--- src/sv/kvt_pkg.sv ---
// Shared types, codes and constants for the key/value table.
package kvt_pkg;

  localparam int unsigned CAPACITY_DEFAULT = 16;
  localparam int unsigned KEY_W   = 32;
  localparam int unsigned VAL_W   = 32;
  localparam int unsigned COUNT_W = 5;
  localparam int unsigned ENTRY_W = 1 + KEY_W + VAL_W;

  typedef enum logic [1:0] {
    OP_LOOKUP = 2'd0,
    OP_ADD    = 2'd1,
    OP_REMOVE = 2'd2
  } op_t;

  typedef enum logic [2:0] {
    ST_CLEAR,
    ST_IDLE,
    ST_SCAN,
    ST_DRAIN,
    ST_RESOLVE
  } state_t;

  typedef struct packed {
    logic load;
    logic addr_rst;
    logic addr_inc;
    logic clear_wr;
    logic read_en;
    logic commit;
  } cmd_t;

  typedef struct packed {
    logic addr_last;
    logic out_free;
  } status_t;

endpackage

--- src/sv/kvt_ram.sv ---
// Generic single-write, single-read RAM with registered read data.
module kvt_ram #(
  parameter int unsigned WIDTH = kvt_pkg::ENTRY_W,
  parameter int unsigned DEPTH = kvt_pkg::CAPACITY_DEFAULT,
  localparam int unsigned AddrW = (DEPTH > 1) ? $clog2(DEPTH) : 1
) (
  input  logic             clk,
  input  logic             we,
  input  logic [AddrW-1:0] waddr,
  input  logic [WIDTH-1:0] wdata,
  input  logic             re,
  input  logic [AddrW-1:0] raddr,
  output logic [WIDTH-1:0] rdata
);

  logic [WIDTH-1:0] mem [DEPTH];

  always_ff @(posedge clk) begin
    if (we) begin
      mem[waddr] <= wdata;
    end
    if (re) begin
      rdata <= mem[raddr];
    end
  end

endmodule

--- src/sv/kvt_ctrl.sv ---
// Controller state machine that sequences clearing, scanning and committing.
module kvt_ctrl (
  input  logic              clk,
  input  logic              rst,
  input  logic              in_valid,
  output logic              in_ready,
  input  kvt_pkg::status_t  status,
  output kvt_pkg::cmd_t     cmd
);

  kvt_pkg::state_t state, state_next;

  always_ff @(posedge clk) begin
    if (rst) begin
      state <= kvt_pkg::ST_CLEAR;
    end else begin
      state <= state_next;
    end
  end

  always_comb begin
    state_next = state;
    cmd        = '0;
    in_ready   = 1'b0;
    unique case (state)
      kvt_pkg::ST_CLEAR: begin
        cmd.clear_wr = 1'b1;
        if (status.addr_last) begin
          cmd.addr_rst = 1'b1;
          state_next   = kvt_pkg::ST_IDLE;
        end else begin
          cmd.addr_inc = 1'b1;
        end
      end
      kvt_pkg::ST_IDLE: begin
        in_ready = 1'b1;
        if (in_valid) begin
          cmd.load     = 1'b1;
          cmd.addr_rst = 1'b1;
          state_next   = kvt_pkg::ST_SCAN;
        end
      end
      kvt_pkg::ST_SCAN: begin
        cmd.read_en = 1'b1;
        if (status.addr_last) begin
          cmd.addr_rst = 1'b1;
          state_next   = kvt_pkg::ST_DRAIN;
        end else begin
          cmd.addr_inc = 1'b1;
        end
      end
      kvt_pkg::ST_DRAIN: begin
        state_next = kvt_pkg::ST_RESOLVE;
      end
      kvt_pkg::ST_RESOLVE: begin
        if (status.out_free) begin
          cmd.commit = 1'b1;
          state_next = kvt_pkg::ST_IDLE;
        end
      end
      default: begin
        state_next = kvt_pkg::ST_CLEAR;
      end
    endcase
  end

endmodule

--- src/sv/kvt_datapath.sv ---
// Datapath: request latch, entry memory, scan compare, commit and result register.
module kvt_datapath #(
  parameter int unsigned CAPACITY = kvt_pkg::CAPACITY_DEFAULT
) (
  input  logic                         clk,
  input  logic                         rst,
  input  kvt_pkg::cmd_t                cmd,
  output kvt_pkg::status_t             status,
  input  logic [1:0]                   opcode,
  input  logic signed [kvt_pkg::KEY_W-1:0] key,
  input  logic [kvt_pkg::VAL_W-1:0]    value,
  output logic                         out_valid,
  input  logic                         out_ready,
  output logic                         result_flag,
  output logic [kvt_pkg::VAL_W-1:0]    value_out,
  output logic [kvt_pkg::COUNT_W-1:0]  entry_count,
  output logic                         table_full
);

  localparam int unsigned IdxW = (CAPACITY > 1) ? $clog2(CAPACITY) : 1;
  localparam int unsigned CntW = $clog2(CAPACITY + 1);
  localparam int unsigned EW   = kvt_pkg::ENTRY_W;
  localparam int unsigned KW   = kvt_pkg::KEY_W;
  localparam int unsigned VW   = kvt_pkg::VAL_W;

  logic [IdxW-1:0] addr;
  logic            cmp_en;
  logic [IdxW-1:0] cmp_idx;
  logic            hit;
  logic [IdxW-1:0] hit_idx;
  logic [VW-1:0]   hit_value;
  logic            free_found;
  logic [IdxW-1:0] free_idx;
  kvt_pkg::op_t    req_op;
  logic [KW-1:0]   req_key;
  logic [VW-1:0]   req_value;
  logic [CntW-1:0] count;

  logic [EW-1:0]   rdata;
  logic            rd_valid;
  logic [KW-1:0]   rd_key;
  logic [VW-1:0]   rd_val;

  logic            c_we;
  logic [IdxW-1:0] c_addr;
  logic [EW-1:0]   c_data;
  logic            c_flag;
  logic [VW-1:0]   c_vout;
  logic            c_full;
  logic [CntW-1:0] count_next;

  logic            we;
  logic [IdxW-1:0] waddr;
  logic [EW-1:0]   wdata;

  assign rd_valid = rdata[EW-1];
  assign rd_key   = rdata[VW +: KW];
  assign rd_val   = rdata[VW-1:0];

  assign status.addr_last = (addr == IdxW'(CAPACITY - 1));
  assign status.out_free  = !out_valid || out_ready;

  kvt_ram #(
    .WIDTH (EW),
    .DEPTH (CAPACITY)
  ) u_ram (
    .clk   (clk),
    .we    (we),
    .waddr (waddr),
    .wdata (wdata),
    .re    (cmd.read_en),
    .raddr (addr),
    .rdata (rdata)
  );

  always_comb begin
    c_we       = 1'b0;
    c_addr     = hit_idx;
    c_data     = '0;
    c_flag     = 1'b0;
    c_vout     = '0;
    c_full     = 1'b0;
    count_next = count;
    unique case (req_op)
      kvt_pkg::OP_LOOKUP: begin
        c_flag = hit;
        if (hit) begin
          c_vout = hit_value;
        end
      end
      kvt_pkg::OP_ADD: begin
        if (hit) begin
          c_we   = 1'b1;
          c_data = {1'b1, req_key, req_value};
        end else if (free_found) begin
          c_we       = 1'b1;
          c_addr     = free_idx;
          c_data     = {1'b1, req_key, req_value};
          count_next = count + CntW'(1);
          c_flag     = 1'b1;
        end else begin
          c_full = 1'b1;
        end
      end
      kvt_pkg::OP_REMOVE: begin
        if (hit) begin
          c_we   = 1'b1;
          c_data = {1'b0, req_key, hit_value};
          c_flag = 1'b1;
          if (count != '0) begin
            count_next = count - CntW'(1);
          end
        end
      end
      default: begin
      end
    endcase
  end

  always_comb begin
    we    = 1'b0;
    waddr = addr;
    wdata = '0;
    if (cmd.clear_wr) begin
      we = 1'b1;
    end else if (cmd.commit) begin
      we    = c_we;
      waddr = c_addr;
      wdata = c_data;
    end
  end

  always_ff @(posedge clk) begin
    if (rst) begin
      addr      <= '0;
      cmp_en    <= 1'b0;
      count     <= '0;
      out_valid <= 1'b0;
    end else begin
      if (cmd.addr_rst) begin
        addr <= '0;
      end else if (cmd.addr_inc) begin
        addr <= addr + IdxW'(1);
      end
      cmp_en <= cmd.read_en;
      if (cmd.commit) begin
        count     <= count_next;
        out_valid <= 1'b1;
      end else if (out_ready) begin
        out_valid <= 1'b0;
      end
    end
  end

  always_ff @(posedge clk) begin
    if (cmd.read_en) begin
      cmp_idx <= addr;
    end
    if (cmd.load) begin
      req_op     <= kvt_pkg::op_t'(opcode);
      req_key    <= $unsigned(key);
      req_value  <= value;
      hit        <= 1'b0;
      free_found <= 1'b0;
    end else if (cmp_en) begin
      if (rd_valid && (rd_key == req_key) && !hit) begin
        hit       <= 1'b1;
        hit_idx   <= cmp_idx;
        hit_value <= rd_val;
      end
      if (!rd_valid && !free_found) begin
        free_found <= 1'b1;
        free_idx   <= cmp_idx;
      end
    end
    if (cmd.commit) begin
      result_flag <= c_flag;
      value_out   <= c_vout;
      entry_count <= kvt_pkg::COUNT_W'(count_next);
      table_full  <= c_full;
    end
  end

endmodule

--- src/sv/key_value_table_unit.sv ---
// Top level of the key/value table: controller plus datapath.
// A transaction is accepted in idle, then scanned, drained and resolved; its result is registered
// at commit. The entry memory's single read port compares one stored entry a cycle during the scan.
// A new transaction is taken only once the last one is committed, also while the last
// result waits; a result that still waits holds the next one back in its resolve state.
// Reset clears every memory entry with in_ready low; out_valid and count are zero.
module key_value_table_unit #(
  parameter int unsigned CAPACITY = kvt_pkg::CAPACITY_DEFAULT
) (
  input  logic                            clk,
  input  logic                            rst,
  input  logic                            in_valid,
  output logic                            in_ready,
  input  logic [1:0]                      opcode,
  input  logic signed [kvt_pkg::KEY_W-1:0] key,
  input  logic [kvt_pkg::VAL_W-1:0]       value,
  output logic                            out_valid,
  input  logic                            out_ready,
  output logic                            result_flag,
  output logic [kvt_pkg::VAL_W-1:0]       value_out,
  output logic [kvt_pkg::COUNT_W-1:0]     entry_count,
  output logic                            table_full
);

  kvt_pkg::cmd_t    cmd;
  kvt_pkg::status_t status;

  kvt_ctrl u_ctrl (
    .clk      (clk),
    .rst      (rst),
    .in_valid (in_valid),
    .in_ready (in_ready),
    .status   (status),
    .cmd      (cmd)
  );

  kvt_datapath #(
    .CAPACITY (CAPACITY)
  ) u_datapath (
    .clk         (clk),
    .rst         (rst),
    .cmd         (cmd),
    .status      (status),
    .opcode      (opcode),
    .key         (key),
    .value       (value),
    .out_valid   (out_valid),
    .out_ready   (out_ready),
    .result_flag (result_flag),
    .value_out   (value_out),
    .entry_count (entry_count),
    .table_full  (table_full)
  );

endmodule

--- config.mk ---
export PLATFORM = sky130hd
export DESIGN_NAME = key_value_table_unit
export DESIGN_NICKNAME = d
export VERILOG_FILES = /design/src/sv/kvt_pkg.sv /design/src/sv/kvt_ram.sv /design/src/sv/kvt_ctrl.sv /design/src/sv/kvt_datapath.sv /design/src/sv/key_value_table_unit.sv
export SDC_FILE = /design/constraint.sdc
export NUM_CORES = 1
export LEC_CHECK = 0
export BUFFER_PORTS_ARGS = -buffer_cell sky130_fd_sc_hd__buf_2
export CORE_ASPECT_RATIO = 1.4
export CORE_MARGIN = 3
export CORE_UTILIZATION = 25
export CTS_CLUSTER_DIAMETER = 100
export DETAILED_ROUTE_END_ITERATION = 6
export PLACE_DENSITY = 0.43
export SYNTH_ARGS = -nofsm -noshare
export SYNTH_HDL_FRONTEND = slang
export SYNTH_SLANG_ARGS = --single-unit
--- constraint.sdc ---
create_clock -name clk -period 9.9 [get_ports clk]
set_input_delay 0.495 -clock clk [delete_from_list [all_inputs] [get_ports clk]]
set_output_delay 0.495 -clock clk [all_outputs]
set_load 0.03 [all_outputs]
# == Word level (Yosys, flattened, before mapping) ==
# Memory sizes are Yosys's and may differ from the RTL's. A register that Yosys moved wholly into a read port is not among the register bits.
# Cells that the tools add are included.
# op_classes
n_addsub,3
eq_ne,12
muxes,45
bitwise_logic,2
reduce_logical,21
# op_table
operator,count
$mux W65,4
$pmux W65 S2,1
$mux W64,1
$eq A32 B32 Y1,1
$mux W1,20
$mux W4,5
$mux W5,4
$pmux W3 S5,1
$mux W3,4
$pmux W5 S2,1
$ne A2 B2 Y1 const B,4
$eq A3 B2 Y1 const B,2
$reduce_and A2 Y1,3
$reduce_and A3 Y1,2
$reduce_or A2 Y1,3
$add A5 B1 Y5 const B,1
$reduce_bool A5 Y1,1
$sub A5 B1 Y5 const B,1
$add A4 B1 Y4 const B,1
$eq A4 B4 Y1 const B,1
$logic_not A1 Y1,4
$pmux W1 S2,2
$reduce_and A4 Y1,1
$eq A3 B1 Y1 const B,1
11 further kinds,14
# word_totals
ff_bits,165
mem_bits_rw,1040
in_bits,70
elab_cells,102
mem_count,1
# mem_list
memory,depth,width,read_ports,rd_ports_with_merged_regs,wr,line_no,rtl
u_datapath.u_ram.mem,16,65,1,1,1,kvt_ram.sv:16,logic [WIDTH-1:0] mem [DEPTH];

# == Logic depth before layout (Yosys ltp) ==
# Gate-level depths: netlist of the first run.
# depth
ltp_word,8
depth_mapped,8
mapped_depth_nobuf,7

# == By module ==
# From an unflattened synthesis of the first run, not the netlist that was laid out.
# unflattened
cells_unflattened,2139
area_unflattened_um2,47739.5
# modules_own_cells
module,instances,cells_each,area_each_um2,seq_area_each_um2
kvt_ram,1,1673,40894.2,33181.8
kvt_datapath,1,442,6636.4,4734.5
kvt_ctrl,1,24,209.0,60.1

# == Least setup slack after synthesis of the first run ==
# Ideal clock, no wire load.
# synth_timing
path_kind,reg-to-reg
start,register u_datapath.req_op[0]
end,"memory u_datapath.u_ram.mem[10][0] (netlist name), enable pin"
setup_time_ps,489
arrival_time_ps,4551
slack_ps,4861
path_stages_with_launch,9
n_path_buf,1
period_less_slack_ps,5039
cell_sequence,edfxtp_1 > inv_1 > ha_1 > clkbuf_1 > o21ai_0 > a2111oi_4 > a31o_2 > nand2_1 > nor2_1
# synth_via
elab_chain_cells,6
# synth_rtl
element,line_no,rtl
from (decl),kvt_datapath.sv:34,kvt_pkg::op_t req_op;
from (signal assigned),kvt_datapath.sv:160,req_op <= kvt_pkg::op_t'(opcode);
$eq A2 B2 Y1 / $eq A2 B1 Y1 (equally long branches),kvt_datapath.sv:84,unique case (req_op)
$pmux W1 S2,kvt_datapath.sv:84,
$mux W1,kvt_datapath.sv:126,end else if (cmd.commit) begin
$mux W1,kvt_datapath.sv:124,if (cmd.clear_wr) begin
$mux W1,kvt_ram.sv:19,if (we) begin
$mux W1 (not written as such),kvt_ram.sv:20,mem[waddr] <= wdata;
to (decl),kvt_ram.sv:16,
# Parallel ways exist; a longest one is shown, timed or not.

# == Final worst setup path of the first run ==
# layout_timing
start,register u_datapath.req_op[1]
end,"memory u_datapath.u_ram.mem[14][19] (netlist name), enable pin"
# Same word-level chain as after synthesis.

==> impl_metrics.toml, run 1 <==
[run]
maxCapViolations = 0

[yosys]
yosys_register_bits = 1270
synth.distinct_cells = 52
synth_edf_count = 1254
yosys-top-cells-count = "1,254 x edfxtp_1, 320 x mux4_2, 60 x clkbuf_1"
yosys.area.top_type = "edfxtp_1"
syn-mean-instance-area_um2 = 23.88
syn-num-nets = 2086
ys_warn_count = 0
synth_area_mm2 = 0.04797
seq_area_frac_synth_pct = 79.17
yosysMostFrequentCell = "edfxtp_1"
synthArstFlopShare_pct = 0
synth_cells = 2009
synth_top_area_share_pct = 78.50
synthTopCellsByArea = "edfxtp_1 78%, mux4_2 15%, dfxtp_1 0.67%"
synth_ff_type = "edfxtp_1"

[route]
dr_total_vias = 21530
firstDrtPassIters = 5
routed_wirelength_mm = 124.3
drc = 0
ant_nets = 0
drt_iter0_drc = 1660
wl_per_cell_um = 25.63
viasPerCell = 4.440

[die]
rows = 189
die_w_um = 376.2
io_pins = 111
start_util_pct = 25.23
die-area_mm2 = 0.1972
fp.coreArea_mm2 = 0.1901
die_y_um = 524.3

[power_and_ir_drop]
p_leak_nw = 15.77
power_mw = 11.51
powerDensity_mw_per_mm2 = 203.7
peakVddDrop_mv = 0.1331

[layout]
finish.instance_area_mm2 = 0.05652
layout-drive-gt1-share_pct = 30.23
finalNonFillerCells = 4849
areaGrowthSynthToFinish_pct = 17.83
fin_nets = 2332

[sta]
setup_tns_ps = 0
relSlewSlack_pct = 0.7733
min_period_over_period_pct = 47.97
final-max-slew-violation-count = 0
grt_setup_unrepaired = "false"
fin_worst_skew_ps = 25.87
period_needed_ps = 4749
timing.fmax_mhz = 210.6
setup_slack_ps = 5151
tightestPinTransition_ps = 1488
finalHoldViolCount = 0
setup_viol = 0

[setup_path]
worstRegToRegCells = 10
cp_max_fo = 35
cp_common_cell = "buf_4"
cp_cell_sequence = "inv_1 > ha_1 > o21ai_0 > a2111oi_4 > buf_4 > a22o_1 > nand2_1 > nor2_4 > buf_4 > buf_4"
worstPathArrival_ps = 5110
cpMaxStageDelayCell = "buf_4"
worst_setup_path_start_kind = "flop"
slowest_delay_ps = 650
required_ps = 10260
worstSetupEndpointType = "flop"
criticalPathCategory = "reg -> reg"

[clock_network]
max-clock-path-buffers = 3
clk_latency_ps = 750
cts_resized = 0
cts_tree = "built"
clkTransAtPathRegs_ps = 70
cts_setup_buffers = 0
cts-buffers-inserted = 121
cts_hold_buffers = 66
h-tree-depth = 3
cts_root_buf = "clkbuf_16"
clkSinkCount = 1270

[placed_design]
dp.cells = 4549
pre_cts_ws_ps = 5047
place_congestion = 0.7544
portBuffers = 110
place_area_mm2 = 0.05159
hpwlAfterDp_mm = 67.63

[grt]
grt_max_degree = 151
grt_pass1_wl_mm = 177.3
grtUsageTotal_pct = 12.56
grt_remaining_overflow = 0
grt_pass1_vias = 23370
antenna_found_initial = 9

[worst_hold_path]
hold_depth = 2
hp-class = "in -> reg"

[outcome]
outcome = "finished, final reports clean"
routing by layer:
metal  vias to the layer above  GRT usage, %  part of all wire, %
met5                         -             0                0.022
met4                         4         3.348                  1.9
met3                       150         2.061                  4.4
met2                       514         22.52                   52
met1                     11790         15.68                   41
li1                       9071             -                    -
path summary, 6_finish.rpt:
| path | start | end | slack, ps |
|---|---|---|---|
| max | u_datapath.req_op[1] | u_datapath.u_ram.mem[14][19] | 5150 |
| min | rst | u_ctrl.state[2] | 130 |
| max reg2reg | u_datapath.req_op[1] | u_datapath.u_ram.mem[14][19] | 5150 |
| min reg2reg | u_datapath.u_ram.rdata[28] | u_datapath.hit_value[28] | 420 |
stage by stage:
step | hold WS, ps | utilization [%]
finish | 127.5 | 29.73
floorplan | 400.3 | -
global placement | 403.3 | 27.13
CTS | 45.19 | 29.72
global route | 105.0 | 29.73
detailed placement | 407.1 | 27.13
area by class of cell:
| class | instances | area, um2 |
|---|---|---|
| clock inverters | 90 | 1122 |
| inverters | 10 | 37.54 |
| fillers | 18380 | 133600 |
| flip-flops and latches | 1270 | 37990 |
| clock buffers | 140 | 3142 |
| well taps | 2483 | 3107 |
| diodes | 4 | 10.01 |
| multi-input cells | 625 | 9492 |
| repair buffers | 227 | 1619 |
where the power goes:
part           switching (mW)  internal [mW]
clock network            2.07           2.88
registers              0.0493           5.97
logic                   0.280          0.262
cell usage in the layout (no fill, tap or decap), types with 7 or more instances in the layout:
master,Yosys,layout
a21oi_1,17,17
a22o_1,34,34
and2_1,33,32
and3_1,33,33
buf_2,13,110
buf_4,1,49
bufinv_16,0,23
clkbuf_1,60,17
clkbuf_16,0,123
clkinv_1,0,18
clkinv_2,0,22
clkinv_4,0,7
clkinvlp_4,0,13
dfxtp_1,16,11
dlygate4sd3_1,0,66
edfxtp_1,1254,1254
ha_1,7,7
inv_1,9,9
mux4_2,320,320
nand2_1,19,19
nand3_1,9,9
nand4_1,7,7
nor2_1,31,12
nor2_4,0,19
nor3_1,9,8
o21ai_0,13,13
xnor2_1,20,20
xor2_1,13,13
worst max-delay path: cells and delay by family (launching register included):
family	cells	cell delay, ps
AO/OA/AOI/OAI	3	880
adder cells (fa/ha/maj)	1	420
buffers and inverters	4	1710
flip-flops	1	440
AND/OR/NAND/NOR	2	870
sequential cells by signal (all words and copies together) (netlist names):
name                    flops
u_datapath.free_found       1
u_datapath.table_full       1
u_datapath.hit_idx          4
u_datapath.req_value       32
u_datapath.count            5
u_datapath.cmp_en           1
u_datapath.hit_value       32
u_datapath.addr             4
u_datapath.hit              1
u_datapath.value_out       32
u_datapath.free_idx         4
u_datapath.u_ram.mem     1040
u_datapath.entry_count      5
u_datapath.out_valid        1
u_datapath.result_flag      1
u_datapath.cmp_idx          4
u_datapath.req_key         32
u_datapath.u_ram.rdata     65
u_ctrl.state                3
u_datapath.req_op           2
logic make-up after synthesis:
group	share of synthesized area [%]
DFF	79.17
muxes	15.44
and+or+nand+nor	1.917
buffers and inverters	1.359
AOI/OAI and AO/OA	1.335
xor gates and xnor gates	0.6025
adders and majority gates	0.1826
No activity file was read; power rests on OpenSTA's default activity.
==> run 2: changes to the inputs <==
--- a/config.mk
+++ b/config.mk
@@ -11,7 +11,7 @@
 export CORE_UTILIZATION = 25
 export CTS_CLUSTER_DIAMETER = 100
 export DETAILED_ROUTE_END_ITERATION = 6
-export PLACE_DENSITY = 0.43
+export PLACE_DENSITY = 0.44
 export SYNTH_ARGS = -nofsm -noshare
 export SYNTH_HDL_FRONTEND = slang
 export SYNTH_SLANG_ARGS = --single-unit
==> constraint.sdc (replaced) <==
create_clock -name clk -period 3.84 [get_ports clk]
set_input_delay 0.192 -clock clk [delete_from_list [all_inputs] [get_ports clk]]
set_output_delay 0.192 -clock clk [all_outputs]
set_load 0.03 [all_outputs]
==> impl_metrics.toml, run 2 (synthesized netlist as in run 1, its figures left out) <==
[outcome]
outcome = "finished, final reports clean"

[grt]
grt_pass1_vias = 23320
grt_max_degree = 79
antenna_found_initial = 11
grt_remaining_overflow = 0
grt_pass1_wl_mm = 176.2
grtUsageTotal_pct = 12.44

[die]
rows = 189
fp.coreArea_mm2 = 0.1901
die_w_um = 376.2
die_y_um = 524.3
io_pins = 111
start_util_pct = 25.23
die-area_mm2 = 0.1972

[power_and_ir_drop]
powerDensity_mw_per_mm2 = 519.7
power_mw = 29.66
p_leak_nw = 15.97
peakVddDrop_mv = 0.3043

[layout]
areaGrowthSynthToFinish_pct = 18.95
mostFrequentLayoutCells = "1,254 x edfxtp_1, 320 x mux4_2, 137 x clkbuf_16"
fin_nets = 2357
top_regs = "u_datapath.u_ram.mem: 1040 flops, u_datapath.u_ram.rdata: 65 flops"
largest_reg_flops = 1040
finalNonFillerCells = 4876
finish.instance_area_mm2 = 0.05706
nFillCells = 18330
largest-register = "u_datapath.u_ram.mem"
final_common_cell = "edfxtp_1"
layout-drive-gt1-share_pct = 29.94

[sta]
finalHoldViolCount = 0
relSlewSlack_pct = 26.28
min_period_over_period_pct = 81.41
hold_ws_ps = 151.9
tightestPinTransition_ps = 1090
grt_setup_unrepaired = "false"
period_needed_ps = 3126
setup_slack_ps = 713.7
fin_worst_skew_ps = 25.24
final-max-slew-violation-count = 0
setup_viol = 0
timing.fmax_mhz = 319.9

[setup_path]
criticalPathCategory = "reg -> reg"
r2r_setup_slack_ps = 710
required_ps = 4220
worst_setup_path_start_kind = "flop"
worstSetupEndpointType = "flop"
cp_max_fo = 65
worstPathArrival_ps = 3500

[placed_design]
pre_cts_ws_ps = 729.2
place_congestion = 0.7300
place_area_mm2 = 0.05207
portBuffers = 110
hpwlAfterDp_mm = 67.45
dp.cells = 4561

[route]
ant_nets = 0
firstDrtPassIters = 6
viasPerCell = 4.436
routed_wirelength_mm = 122.5
dr_total_vias = 21630
drt_iter0_drc = 1843
wl_per_cell_um = 25.12
drc = 0

[clock_network]
cts_hold_buffers = 69
max-clock-path-buffers = 3
clkTransAtPathRegs_ps = 60
clkSinkCount = 1270
cts_tree = "built"
cts_resized = 0
cts_root_buf = "clkbuf_16"
cts-buffers-inserted = 131
cts_setup_buffers = 0
clk_latency_ps = 760
h-tree-depth = 4

[run]
maxCapViolations = 0

[worst_hold_path]
hp-class = "in -> reg"
## run 2: cell count changes in the layout (fill, tap and decap cells not counted), moves of 2 or more
cell	previous run	this run
clkinv_2	22	14
clkinv_1	18	21
clkbuf_16	123	137
inv_6	3	6
buf_4	49	30
bufinv_16	23	12
clkinv_4	7	5
clkbuf_1	17	34
diode_2	4	8
buf_12	2	33
clkinvlp_4	13	4
dlygate4sd3_1	66	69
## run 2: final cells by class
| class | instances | area, um2 | share of cell area [%] |
|---|---|---|---|
| Inverter | 10 | 37.54 | 0.06578 |
| Sequential cell | 1270 | 37990 | 66.58 |
| Antenna cell | 8 | 20.02 | 0.03508 |
| Tap cell | 2483 | 3107 | 5.445 |
| Clock buffer | 172 | 3570 | 6.256 |
| Timing Repair Buffer | 242 | 2127 | 3.728 |
| Multi-Input combinational cell | 625 | 9498 | 16.65 |
| Clock inverter | 66 | 708.2 | 1.241 |
## run 2: power by group
group          internal, mW  total [mW]  switching [mW]
Combinational         0.702        1.42           0.723
Sequential             15.4        15.5           0.115
Clock                  7.40        12.7            5.33
## run 2: metal layers
metal | GRT usage, % | wire length [um] | vias to the layer above
met3 | 1.917 | 4569 | 154
met2 | 21.67 | 62720 | 486
met4 | 3.688 | 2623 | 2
li1 | - | - | 9148
met1 | 16.03 | 52580 | 11840
met5 | 0 | 13 | -
## run 2: through the flow
| step | TNS (ps) | util, % |
|---|---|---|
| floorplan | -146370 | - |
| global placement | 0 | 27.39 |
| detailed placement | 0 | 27.39 |
| CTS | 0 | 30.00 |
| global route | 0 | 30.01 |
| finish | 0 | 30.01 |
## run 2: worst max-delay path, stage by stage, from the launching register on
cell,delay (ps)
edfxtp_1,410
inv_1,100
ha_1,500
inv_1,160
a2111oi_4,390
a22o_1,220
nand2_1,240
nor2_4,200
buf_12,480
## run 2: path summary, 6_finish.rpt
kind / from / end / cells past startpoint
min reg2reg: u_datapath.u_ram.rdata[0] / u_datapath.hit_value[0] / 0
min: value[29] / u_datapath.req_value[29] / 2
max reg2reg: u_datapath.req_op[1] / u_datapath.u_ram.mem[6][32] / 8
max: u_datapath.req_op[1] / u_datapath.u_ram.mem[6][32] / 8
==> run 3: changes to the inputs <==
--- a/config.mk
+++ b/config.mk
@@ -11,7 +11,7 @@
 export CORE_UTILIZATION = 25
 export CTS_CLUSTER_DIAMETER = 100
 export DETAILED_ROUTE_END_ITERATION = 6
-export PLACE_DENSITY = 0.44
+export PLACE_DENSITY = 0.43
 export SYNTH_ARGS = -nofsm -noshare
 export SYNTH_HDL_FRONTEND = slang
 export SYNTH_SLANG_ARGS = --single-unit
==> constraint.sdc (replaced) <==
create_clock -name clk -period 3.3 [get_ports clk]
set_input_delay 0.165 -clock clk [delete_from_list [all_inputs] [get_ports clk]]
set_output_delay 0.165 -clock clk [all_outputs]
set_load 0.03 [all_outputs]
==> impl_metrics.toml, run 3 (synthesized netlist as in run 1, its figures left out) <==
[outcome]
outcome = "finished, final reports clean"

[setup_path]
endpoint = "u_datapath.u_ram.mem[10][35]"
required_ps = 3720
worstReg2RegEnd = "u_datapath.u_ram.mem[10][35]"
criticalPathCategory = "reg -> reg"
worstRegToRegCells = 8
r2r_setup_slack_ps = 220
cp_max_fo = 21
critPathLaunch = "u_datapath.req_op[1]"
worstPathArrival_ps = 3490
worst_setup_path_start_kind = "flop"
worstSetupEndpointType = "flop"
r2r_start = "u_datapath.req_op[1]"

[grt]
grt_pass1_vias = 24030
grt_remaining_overflow = 0
use_met1_pct = 16.54
met2_usage_pct = 22.70
use_met3_pct = 2.257
grtUsageTotal_pct = 13.05
grt_pass1_wl_mm = 183.1
grt_max_degree = 71
top_usage_layer = "met2"
antenna_found_initial = 8

[placed_design]
hpwlAfterDp_mm = 75.63
place_congestion = 0.7635
dp.cells = 4615
portBuffers = 110

[clock_network]
clkSinkCount = 1270
cts_root_buf = "clkbuf_16"
cts_setup_buffers = 0
h-tree-depth = 4
cts-buffers-inserted = 134
clk_latency_ps = 770
max-clock-path-buffers = 3
clkTransAtPathRegs_ps = 60
cts_tree = "built"

[layout]
largest_reg_flops = 1040
final_common_cell = "edfxtp_1"
top_regs = "u_datapath.u_ram.mem: 1040 flops, u_datapath.u_ram.rdata: 65 flops"
finalNonFillerCells = 4928
layout-drive-gt1-share_pct = 31.63
areaGrowthSynthToFinish_pct = 20.11
utilization_pct = 30.30
mostFrequentLayoutCells = "1,254 x edfxtp_1, 320 x mux4_2, 137 x clkbuf_16"
largest-register = "u_datapath.u_ram.mem"
fin_nets = 2415

[power_and_ir_drop]
powerDensity_mw_per_mm2 = 598.5
peakVddDrop_mv = 0.4866
p_leak_nw = 16.32

[sta]
setup_viol = 0
finalHoldViolCount = 0
period_needed_ps = 3075
min_period_over_period_pct = 93.19
grt_setup_unrepaired = "false"
tightestPinTransition_ps = 1128
timing.fmax_mhz = 325.2
setup_tns_ps = 0
final-max-slew-violation-count = 0
fin_worst_skew_ps = 38.85
hold_ws_ps = 109.8
relSlewSlack_pct = 23.72

[route]
ant_nets = 0
wl_per_cell_um = 26.11
drc = 0
drt_iter0_drc = 1749
viasPerCell = 4.471
dr_total_vias = 22030
firstDrtPassIters = 7
routed_wirelength_mm = 128.6

[die]
start_util_pct = 25.23
io_pins = 111
die-area_mm2 = 0.1972
fp.coreArea_mm2 = 0.1901
die_y_um = 524.3
die_w_um = 376.2
rows = 189

[run]
maxCapViolations = 0

[worst_hold_path]
hp-class = "in -> reg"
-- run 3: through the flow --
stage	setup WS [ps]	total power, mW	instance area [um2]
detailed placement	-80.14	20.18	52650
CTS	138.1	35.03	57620
finish	224.7	34.48	57620
global route	62.63	35.73	57620
global placement	-120.5	20.16	52650
floorplan	-697.9	19.45	48020
-- run 3: cell type report --
class	instances	area [um2]
Antenna cell	1	2.502
Clock buffer	166	3567
Clock inverter	76	689.4
Fill cell	18370	132500
Inverter	10	37.54
Multi-Input combinational cell	625	9504
Sequential cell	1270	37990
Tap cell	2483	3107
Timing Repair Buffer	297	2718
-- run 3: worst min-delay path by stage --
stage	startpoint	to	slack, ps	depth (start not counted)
floorplan	key[0]	u_datapath.req_key[0]	260	0
global placement	value[19]	u_datapath.req_value[19]	340	1
detailed placement	value[19]	u_datapath.req_value[19]	340	1
CTS	value[19]	u_datapath.req_value[19]	20	2
global route	value[22]	u_datapath.req_value[22]	60	2
finish	value[19]	u_datapath.req_value[19]	110	2
-- run 3: critical path: stages (launching register included) --
cell	delay, ps
edfxtp_1	440
inv_1	120
ha_1	240
o21ai_0	160
a2111oi_4	420
a31o_2	240
nand2_1	270
nor2_4	540
buf_12	280
-- run 3: power by group --
part	leakage, nW	internal [mW]	total, mW	switching, mW
combinational	3.95	0.882	1.84	0.958
sequential	10.3	17.9	18.0	0.103
clock	2.08	8.30	14.6	6.34
total	16.3	27.1	34.5	7.40
-- run 3: timing repair --
item	4_1_cts	5_1_grt
hold buffers	70	0
setup endpoints to repair	36	0
hold endpoints to repair	80	0
gates resized for setup	1	0
-- run 3: routing by layer --
layer,vias up,share of wire (%)
met4,0,2.5
met2,560,51
met1,12060,42
li1,9247,-
met5,-,0
met3,164,4.2
